--- config.mk ---
export PLATFORM = sky130hd
export DESIGN_NAME = lag_argbest_sqdiff_unit
export DESIGN_NICKNAME = d
export VERILOG_FILES = /design/src/rtl/lagbest_pkg.sv /design/src/rtl/lagbest_lane.sv /design/src/rtl/lagbest_merge.sv /design/src/rtl/lag_argbest_sqdiff_unit.sv
export SDC_FILE = /design/constraint.sdc
export NUM_CORES = 2
export LEC_CHECK = 0
export ABC_CLOCK_PERIOD_IN_PS = 11380
export BUFFER_PORTS_ARGS = -buffer_cell sky130_fd_sc_hd__buf_2
export CAP_MARGIN = 20
export CELL_PAD_IN_SITES_DETAIL_PLACEMENT = 0
export CELL_PAD_IN_SITES_GLOBAL_PLACEMENT = 1
export CORE_UTILIZATION = 58
export CTS_BUF_LIST = sky130_fd_sc_hd__clkbuf_8
export DETAILED_ROUTE_END_ITERATION = 16
export HOLD_SLACK_MARGIN = 0.12
export PLACE_DENSITY_LB_ADDON = 0.1
export SKIP_LAST_GASP = 1
export SLEW_MARGIN = 20
export SYNTH_ARGS = -nofsm -noshare
export SYNTH_HDL_FRONTEND = slang
export SYNTH_HIERARCHICAL = 1
export SYNTH_SLANG_ARGS = --single-unit
export TNS_END_PERCENT = 30
--- constraint.sdc ---
create_clock -name clk -period 11.38 [get_ports clk]
set_input_delay 0.569 -clock clk [delete_from_list [all_inputs] [get_ports clk]]
set_output_delay 0.569 -clock clk [all_outputs]
set_load 0.03 [all_outputs]
--- src/rtl/lagbest_pkg.sv ---
// lagbest_pkg: shared types, widths and codes for the best-lag squared-difference search.
// No dependencies; imported by every module of the block.

package lagbest_pkg;

  // sample and score widths
  localparam int SAMPLE_W = 16;
  localparam int FIELD_CH = 4;
  localparam int DIFF_W   = SAMPLE_W + 1;
  localparam int SQ_W     = 32;
  localparam int SCORE_W  = 34;
  localparam int LAG_OUT_W = 7;
  localparam int RAND_W   = 16;

  // default parameter values
  localparam int DEFAULT_CHANNELS = 4;
  localparam int DEFAULT_MAX_LAGS = 64;

  // result queue
  localparam int FIFO_DEPTH = 8;

  // configuration port
  localparam int ADDR_W = 2;
  localparam int DATA_W = 32;
  localparam logic [ADDR_W-1:0] REG_MINIMIZE = 2'd0;

  // item kinds
  localparam logic KIND_CENTER = 1'b0;
  localparam logic KIND_CAND   = 1'b1;

  // input item
  typedef struct packed {
    logic                       kind;
    logic signed [SAMPLE_W-1:0] value_0;
    logic signed [SAMPLE_W-1:0] value_1;
    logic signed [SAMPLE_W-1:0] value_2;
    logic signed [SAMPLE_W-1:0] value_3;
    logic                       last;
    logic [RAND_W-1:0]          rand_fraction;
  } sample_t;

  // result item
  typedef struct packed {
    logic [LAG_OUT_W-1:0] best_lag;
    logic [SCORE_W-1:0]   best_score;
    logic [LAG_OUT_W-1:0] tie_count;
    logic                 overflow;
  } result_t;

  // control carried alongside the lane stage
  typedef struct packed {
    logic              valid;
    logic              kind;
    logic              last;
    logic [RAND_W-1:0] rand_fraction;
  } stage_ctl_t;

endpackage

--- src/rtl/lagbest_lane.sv ---
// lagbest_lane: one channel lane, difference against the center and its square.
// Depends on lagbest_pkg for widths.

module lagbest_lane import lagbest_pkg::*; (
  input  logic                       clk,
  input  logic signed [SAMPLE_W-1:0] center,
  input  logic signed [SAMPLE_W-1:0] sample,
  output logic [SQ_W-1:0]            sq
);

  logic signed [DIFF_W-1:0]   diff;
  logic signed [2*DIFF_W-1:0] prod;

  // signed difference, one bit wider than the samples
  assign diff = $signed({center[SAMPLE_W-1], center}) - $signed({sample[SAMPLE_W-1], sample});
  assign prod = diff * diff;

  // squared difference always fits in 32 bits
  always_ff @(posedge clk) begin
    sq <= prod[SQ_W-1:0];
  end

endmodule

--- src/rtl/lagbest_merge.sv ---
// lagbest_merge: sums the lane squares, keeps the running best and its tie list,
// and picks the reported tie on the last candidate. Depends on lagbest_pkg.

module lagbest_merge import lagbest_pkg::*; #(
  parameter int LANES    = DEFAULT_CHANNELS,
  parameter int MAX_LAGS = DEFAULT_MAX_LAGS
) (
  input  logic             clk,
  input  logic             rst,
  input  logic             minimize,
  input  stage_ctl_t       s1_ctl,
  input  logic [SQ_W-1:0]  lane_sq [LANES],
  output logic             res_valid,
  output result_t          res_item
);

  localparam int CNT_W  = $clog2(MAX_LAGS + 1);
  localparam int IDX_W  = $clog2(MAX_LAGS);
  localparam int PROD_W = RAND_W + CNT_W;

  // sum stage
  stage_ctl_t         sum_ctl;
  logic [SCORE_W-1:0] sum_score;
  logic [SCORE_W-1:0] sum_comb;

  // search state
  logic [SCORE_W-1:0] best_so_far, best_so_far_next;
  logic [CNT_W-1:0]   ties_held, ties_held_next;
  logic [CNT_W-1:0]   lags_seen, lags_seen_next;
  logic               overflow_seen, overflow_seen_next;

  // values after this candidate, before any clear
  logic [SCORE_W-1:0] upd_best;
  logic [CNT_W-1:0]   upd_ties;
  logic [CNT_W-1:0]   upd_lags;
  logic               upd_ovf;
  logic               emit;
  logic [CNT_W-1:0]   lag_new;
  logic               better;

  // tie list memory
  logic [CNT_W-1:0] tie_mem [MAX_LAGS];
  logic             tie_we;
  logic [IDX_W-1:0] tie_waddr;

  // pick stage
  logic               pick_valid;
  logic [SCORE_W-1:0] pick_best;
  logic [CNT_W-1:0]   pick_ties;
  logic               pick_ovf;
  logic [RAND_W-1:0]  pick_rand;
  logic [PROD_W-1:0]  pick_prod;
  logic [IDX_W-1:0]   pick_idx;

  // read stage
  logic [CNT_W-1:0]   rd_lag;
  logic [SCORE_W-1:0] rd_best;
  logic [CNT_W-1:0]   rd_ties;
  logic               rd_ovf;

  // adder over the lanes
  always_comb begin
    sum_comb = '0;
    for (int l = 0; l < LANES; l++) begin
      sum_comb = sum_comb + SCORE_W'(lane_sq[l]);
    end
  end

  always_ff @(posedge clk) begin
    if (rst) begin
      sum_ctl.valid <= 1'b0;
    end else begin
      sum_ctl.valid <= s1_ctl.valid;
    end
    sum_ctl.kind          <= s1_ctl.kind;
    sum_ctl.last          <= s1_ctl.last;
    sum_ctl.rand_fraction <= s1_ctl.rand_fraction;
    sum_score             <= sum_comb;
  end

  // running best update
  assign lag_new = lags_seen + CNT_W'(1);
  assign better  = minimize ? (sum_score < best_so_far) : (sum_score > best_so_far);
  assign emit    = sum_ctl.valid && (sum_ctl.kind == KIND_CAND) && sum_ctl.last;

  always_comb begin
    upd_best  = best_so_far;
    upd_ties  = ties_held;
    upd_lags  = lags_seen;
    upd_ovf   = overflow_seen;
    tie_we    = 1'b0;
    tie_waddr = '0;
    if (lags_seen >= CNT_W'(MAX_LAGS)) begin
      upd_ovf = 1'b1;
    end else begin
      upd_lags = lag_new;
      if (ties_held == '0 || better) begin
        upd_best  = sum_score;
        upd_ties  = CNT_W'(1);
        tie_we    = sum_ctl.valid && (sum_ctl.kind == KIND_CAND);
        tie_waddr = '0;
      end else if (sum_score == best_so_far && ties_held < CNT_W'(MAX_LAGS)) begin
        upd_ties  = ties_held + CNT_W'(1);
        tie_we    = sum_ctl.valid && (sum_ctl.kind == KIND_CAND);
        tie_waddr = ties_held[IDX_W-1:0];
      end
    end
  end

  // center item or emitted result clears the search
  always_comb begin
    best_so_far_next   = best_so_far;
    ties_held_next     = ties_held;
    lags_seen_next     = lags_seen;
    overflow_seen_next = overflow_seen;
    if (sum_ctl.valid) begin
      if (sum_ctl.kind == KIND_CENTER || emit) begin
        best_so_far_next   = '0;
        ties_held_next     = '0;
        lags_seen_next     = '0;
        overflow_seen_next = 1'b0;
      end else begin
        best_so_far_next   = upd_best;
        ties_held_next     = upd_ties;
        lags_seen_next     = upd_lags;
        overflow_seen_next = upd_ovf;
      end
    end
  end

  always_ff @(posedge clk) begin
    if (rst) begin
      best_so_far   <= '0;
      ties_held     <= '0;
      lags_seen     <= '0;
      overflow_seen <= 1'b0;
    end else begin
      best_so_far   <= best_so_far_next;
      ties_held     <= ties_held_next;
      lags_seen     <= lags_seen_next;
      overflow_seen <= overflow_seen_next;
    end
  end

  always_ff @(posedge clk) begin
    if (tie_we) begin
      tie_mem[tie_waddr] <= lag_new;
    end
  end

  // snapshot of the finished search
  always_ff @(posedge clk) begin
    if (rst) begin
      pick_valid <= 1'b0;
    end else begin
      pick_valid <= emit;
    end
    pick_best <= upd_best;
    pick_ties <= upd_ties;
    pick_ovf  <= upd_ovf;
    pick_rand <= sum_ctl.rand_fraction;
  end

  // tie position: floor(rand * count / 65536), always below count
  assign pick_prod = PROD_W'(pick_rand) * PROD_W'(pick_ties);
  assign pick_idx  = pick_prod[RAND_W +: IDX_W];

  // registered read; a write at the same edge belongs to the next search
  always_ff @(posedge clk) begin
    rd_lag <= tie_mem[pick_idx];
  end

  always_ff @(posedge clk) begin
    if (rst) begin
      res_valid <= 1'b0;
    end else begin
      res_valid <= pick_valid;
    end
    rd_best <= pick_best;
    rd_ties <= pick_ties;
    rd_ovf  <= pick_ovf;
  end

  // result item
  assign res_item.best_lag   = LAG_OUT_W'(rd_lag);
  assign res_item.best_score = rd_best;
  assign res_item.tie_count  = LAG_OUT_W'(rd_ties);
  assign res_item.overflow   = rd_ovf;

endmodule

--- src/rtl/lag_argbest_sqdiff_unit.sv ---
// lag_argbest_sqdiff_unit: top level; config register, center store, channel lanes,
// merge stage and result queue. Depends on lagbest_pkg, lagbest_lane, lagbest_merge.
//
//   channel   direction  handshake                    payload
//   sample    in         sample_valid / sample_stall  sample (sample_t)
//   result    out        result_valid / result_stall  result (result_t)
//   config    in         psel/penable/pwrite/pready   paddr, pwdata, prdata
//
// One item is taken every cycle while sample_stall is low. The edge that takes a last
// candidate registers its lane square; the result then passes the lane sum, best update,
// tie memory read and queue write registers before it is offered. The running best
// compare and update is done once per candidate, so the search never holds the input.
// Results wait in an eight-entry queue; sample_stall rises only when eight results
// are outstanding. Synchronous reset clears control, center and search state.

module lag_argbest_sqdiff_unit import lagbest_pkg::*; #(
  parameter int CHANNELS = DEFAULT_CHANNELS,
  parameter int MAX_LAGS = DEFAULT_MAX_LAGS
) (
  input  logic              clk,
  input  logic              rst,
  input  logic              sample_valid,
  output logic              sample_stall,
  input  sample_t           sample,
  output logic              result_valid,
  input  logic              result_stall,
  output result_t           result,
  input  logic              psel,
  input  logic              penable,
  input  logic              pwrite,
  input  logic [ADDR_W-1:0] paddr,
  input  logic [DATA_W-1:0] pwdata,
  output logic [DATA_W-1:0] prdata,
  output logic              pready
);

  localparam int LANES   = (CHANNELS < FIELD_CH) ? CHANNELS : FIELD_CH;
  localparam int PTR_W   = $clog2(FIFO_DEPTH);
  localparam int COUNT_W = $clog2(FIFO_DEPTH + 1);

  logic                       minimize;
  logic                       sample_accept;
  logic signed [SAMPLE_W-1:0] center_value [FIELD_CH];
  logic signed [SAMPLE_W-1:0] sample_vals  [FIELD_CH];
  logic [SQ_W-1:0]            lane_sq      [LANES];
  stage_ctl_t                 s1_ctl;
  logic                       res_valid;
  result_t                    res_item;

  result_t                    fifo_mem [FIFO_DEPTH];
  logic [PTR_W-1:0]           wr_ptr, rd_ptr;
  logic [COUNT_W-1:0]         fifo_count, fifo_count_next;
  logic [COUNT_W-1:0]         pending, pending_next;
  logic                       pop;
  logic                       start_res;

  // config register
  assign pready = 1'b1;

  always_ff @(posedge clk) begin
    if (rst) begin
      minimize <= 1'b0;
    end else if (psel && penable && pwrite && paddr == REG_MINIMIZE) begin
      minimize <= pwdata[0];
    end
  end

  always_comb begin
    prdata = '0;
    if (paddr == REG_MINIMIZE) begin
      prdata[0] = minimize;
    end
  end

  // input handshake
  assign sample_stall  = (pending == COUNT_W'(FIFO_DEPTH));
  assign sample_accept = sample_valid && !sample_stall;

  assign sample_vals[0] = sample.value_0;
  assign sample_vals[1] = sample.value_1;
  assign sample_vals[2] = sample.value_2;
  assign sample_vals[3] = sample.value_3;

  // center store
  always_ff @(posedge clk) begin
    if (rst) begin
      for (int c = 0; c < FIELD_CH; c++) begin
        center_value[c] <= '0;
      end
    end else if (sample_accept && sample.kind == KIND_CENTER) begin
      for (int c = 0; c < FIELD_CH; c++) begin
        center_value[c] <= sample_vals[c];
      end
    end
  end

  // channel lanes
  for (genvar l = 0; l < LANES; l++) begin : g_lane
    lagbest_lane u_lane (
      .clk    (clk),
      .center (center_value[l]),
      .sample (sample_vals[l]),
      .sq     (lane_sq[l])
    );
  end

  // control beside the lanes
  always_ff @(posedge clk) begin
    if (rst) begin
      s1_ctl.valid <= 1'b0;
    end else begin
      s1_ctl.valid <= sample_accept;
    end
    s1_ctl.kind          <= sample.kind;
    s1_ctl.last          <= sample.last;
    s1_ctl.rand_fraction <= sample.rand_fraction;
  end

  lagbest_merge #(
    .LANES    (LANES),
    .MAX_LAGS (MAX_LAGS)
  ) u_merge (
    .clk       (clk),
    .rst       (rst),
    .minimize  (minimize),
    .s1_ctl    (s1_ctl),
    .lane_sq   (lane_sq),
    .res_valid (res_valid),
    .res_item  (res_item)
  );

  // result queue and outstanding count
  assign start_res    = sample_accept && sample.kind == KIND_CAND && sample.last;
  assign pop          = result_valid && !result_stall;
  assign result_valid = (fifo_count != '0);
  assign result       = fifo_mem[rd_ptr];

  always_comb begin
    fifo_count_next = fifo_count;
    if (res_valid && !pop) begin
      fifo_count_next = fifo_count + COUNT_W'(1);
    end else if (!res_valid && pop) begin
      fifo_count_next = fifo_count - COUNT_W'(1);
    end
    pending_next = pending;
    if (start_res && !pop) begin
      pending_next = pending + COUNT_W'(1);
    end else if (!start_res && pop) begin
      pending_next = pending - COUNT_W'(1);
    end
  end

  always_ff @(posedge clk) begin
    if (rst) begin
      wr_ptr     <= '0;
      rd_ptr     <= '0;
      fifo_count <= '0;
      pending    <= '0;
    end else begin
      if (res_valid) begin
        wr_ptr <= wr_ptr + PTR_W'(1);
      end
      if (pop) begin
        rd_ptr <= rd_ptr + PTR_W'(1);
      end
      fifo_count <= fifo_count_next;
      pending    <= pending_next;
    end
  end

  always_ff @(posedge clk) begin
    if (res_valid) begin
      fifo_mem[wr_ptr] <= res_item;
    end
  end

  // queued results never exceed those counted as outstanding
  assert property (@(posedge clk) disable iff (rst) fifo_count <= pending)
    else $error("result queue holds more items than outstanding");

  // a finished result always finds room in the queue
  assert property (@(posedge clk) disable iff (rst)
    res_valid |-> (fifo_count < COUNT_W'(FIFO_DEPTH)) || pop)
    else $error("result arrived at a full queue");

  // a center item loads the center store
  assert property (@(posedge clk) disable iff (rst)
    (sample_accept && sample.kind == KIND_CENTER) |=> center_value[0] == $past(sample.value_0))
    else $error("center value not loaded");

endmodule

==> run metrics <==
clock slew at reported path FFs 0.06 ns; pin count of the biggest net entering global routing 75; top cell type by total area after synthesis edfxtp_1; delay-heaviest family, CP adder cells; Worst path most repeated cell fa_1; Syn Inst Count 7751; cell area after synthesis 92400 µm²; Final Cycle Share 78.5%; via count 56.8k; Hold/Removal Path Class primary input to flop; clk_skew 0.0884 ns; initial antenna violation count 5; setup TNS 0 ns; first-pass GRT wire length 337 mm; Register Area 34600 µm²; Max Slew Vio Count 0; vias per cell 5.51; CP Buf/Inv Count 7; Synth top area share 29.4%; RSZ-0062 raised after global routing no; Crit-path slowest cell fa_1; Seq/Total Area, Yosys 37.4%; critical path launch point type flop; final hold viol count 0; H-tree depth 4; Chip Width 401 µm; CP max stage delay 0.55 ns; Post-CTS Resized 0; top cells by area, synth edfxtp_1, fa_1, dfxtp_1, ha_1, inv_1; reg2reg path depth 32; share of cells above drive strength 1 11.7%; die area 161000 µm²; Worst-Margin Slew 1.18 ns; relative slew slack 20.7%; Remaining Overflow, GRT 0; clk_lat worst skew 0.94 ns; I/O Buffers 143; Post-CTS Setup Inserts 0; Worst path depth 32; critical path arrival 9.77 ns; DP Wirelength 157 mm; critical path type flop to flop; DR pass1 iterations 6; fillers 12.4k; WL/cell 20.7 µm; drt initial violations 3728; EDFF count, synth 904; final setup vio count 0; multi-input logic area 51100 µm²; Tot GR Track Use 27.3%; fin nets 9839; # DRC 0; clk buf depth 3; Core Rows 146; IO Pins 207; Post-CTS Hold Buffers 87; CP Data Required Time 12.22 ns; flops & latches, synth 1276; Clock Sinks 1276; Die H 401 µm; main flop type after synthesis edfxtp_1; Worst Hold Depth 2; gpl congestion 0.900; Final ANT Viol Nets 0; status finished clean; CTS Root Cell clkbuf_8; most frequent cell after synthesis inv_1; cts bufs inserted 205; core footprint 158000 µm²; f_max 0.112 GHz; Critical Path Fanout Max 19; Synth Area per Inst 11.9 µm²; most common library cells after synthesis inv_1, fa_1, edfxtp_1; CTS tree built; crit end category flop; total of warnings raised by yosys 6; vias in the first global route 61.0k; ys async rst share 0%; area delta synth->final 9.07%; Cell variety after synth 116; post-layout min period 8.93 ns; DRT Wirelength 214 mm; Initial Util 58.4%; maxcap violations 0
final timing paths:
kind	slack, ns	endpoint	startpoint
setup / recovery	2.45	g_lane[2].u_lane/sq[31]$_DFF_P_	center_value[2][0]$_SDFFCE_PN0P_
setup reg to reg	2.45	g_lane[2].u_lane/sq[31]$_DFF_P_	center_value[2][0]$_SDFFCE_PN0P_
hold reg to reg	0.32	u_merge/rd_best[33]$_DFF_P_	u_merge/pick_best[33]$_DFF_P_
hold / removal	0.30	s1_ctl[2]$_DFF_P_	sample[2]
cell families (layout without fill, tap and decap cells):
logic type	Yosys count	in the layout	synth area share (%)
buf+inv	1777	2235	7.64
flops	1276	1276	37.4
simple gates	1695	1695	8.51
xor+xnor	267	267	2.71
compound gates	789	789	5.88
other cells	6	41	0.0244
fa+ha+maj	1659	1659	32.0
mux	282	282	5.79
state kept, by name, indices dropped and copies added, names as in the netlist, 16 cells and up, named ones only:
register             cells
u_merge/sum_ctl         19
s1_ctl                  19
u_merge/sum_score       34
g_lane.u_lane/sq       124
u_merge/rd_best         34
u_merge/pick_best       34
center_value            64
u_merge/tie_mem        448
fifo_mem               392
u_merge/pick_rand       16
u_merge/best_so_far     34
cells in the final DEF (no fill, tap or decap), types with 31 or more instances in the layout:
cell and instances:
nor2_1 538, nand2_1 538, fa_1 1174, buf_2 143, inv_1 1536, dlygate4sd3_1 87, ha_1 484, nor3_1 57
a22o_1 41, mux2_2 56, buf_4 96, nand4_1 34, o21ai_0 127, xor2_1 61, a221oi_1 34, and2_1 231
dfxtp_1 369, clkbuf_8 231, a31oi_1 31, clkinv_1 36, a211oi_1 35, nand3_1 92, edfxtp_1 904, conb_1 36
mux4_2 196, xnor2_1 176, a21o_1 79, nor2b_1 43, o21a_1 41, clkinv_2 36, a21oi_1 190
final cells by class:
cell class / instances / area share, %
antenna: 5 / 0.0124
tap: 2072 / 2.57
sequential: 1276 / 34.3
timing repair buffer: 327 / 2.31
multi-input combinational: 4728 / 50.7
clock buffer: 231 / 3.16
clock inverter: 158 / 1.24
inverter: 1519 / 5.66
stage by stage:
stage	hold slack [ns]	worst slack, ns	utilization, %	instances	instance area [µm²]
after floorplan	0.310	3.46	-	7781	92500
after global placement	0.312	2.24	60.3	9834	95400
after detailed placement	0.312	2.14	60.3	9834	95400
after CTS	0.182	2.41	63.7	10300	101000
after global routing	0.241	1.76	63.7	10300	101000
final	0.298	2.45	63.7	10300	101000
worst register-to-register path: cells and delay by family, from the launching register on:
kind / cells / cell delay (ns)
adder cells (fa/ha/maj): 9 / 4.02
AO/OA/AOI/OAI: 9 / 2.43
AND/OR/NAND/NOR: 6 / 1.33
buffers and inverters: 7 / 0.56
flip-flops: 1 / 0.36
XOR/XNOR: 1 / 0.13
routing by layer:
metal / wire, µm / part of all wire [%] / global-route usage (%) / up-vias
met5: 41 / 0.019 / 0 / -
li1: - / - / - / 25900
met2: 104000 / 49 / 45.3 / 1545
met4: 6930 / 3.2 / 9.22 / 6
met1: 91100 / 43 / 36.9 / 29000
met3: 11900 / 5.6 / 4.27 / 357
Power is not shown: default switching activity piles up to over one toggle a cycle in this logic, so the estimate is an artifact.
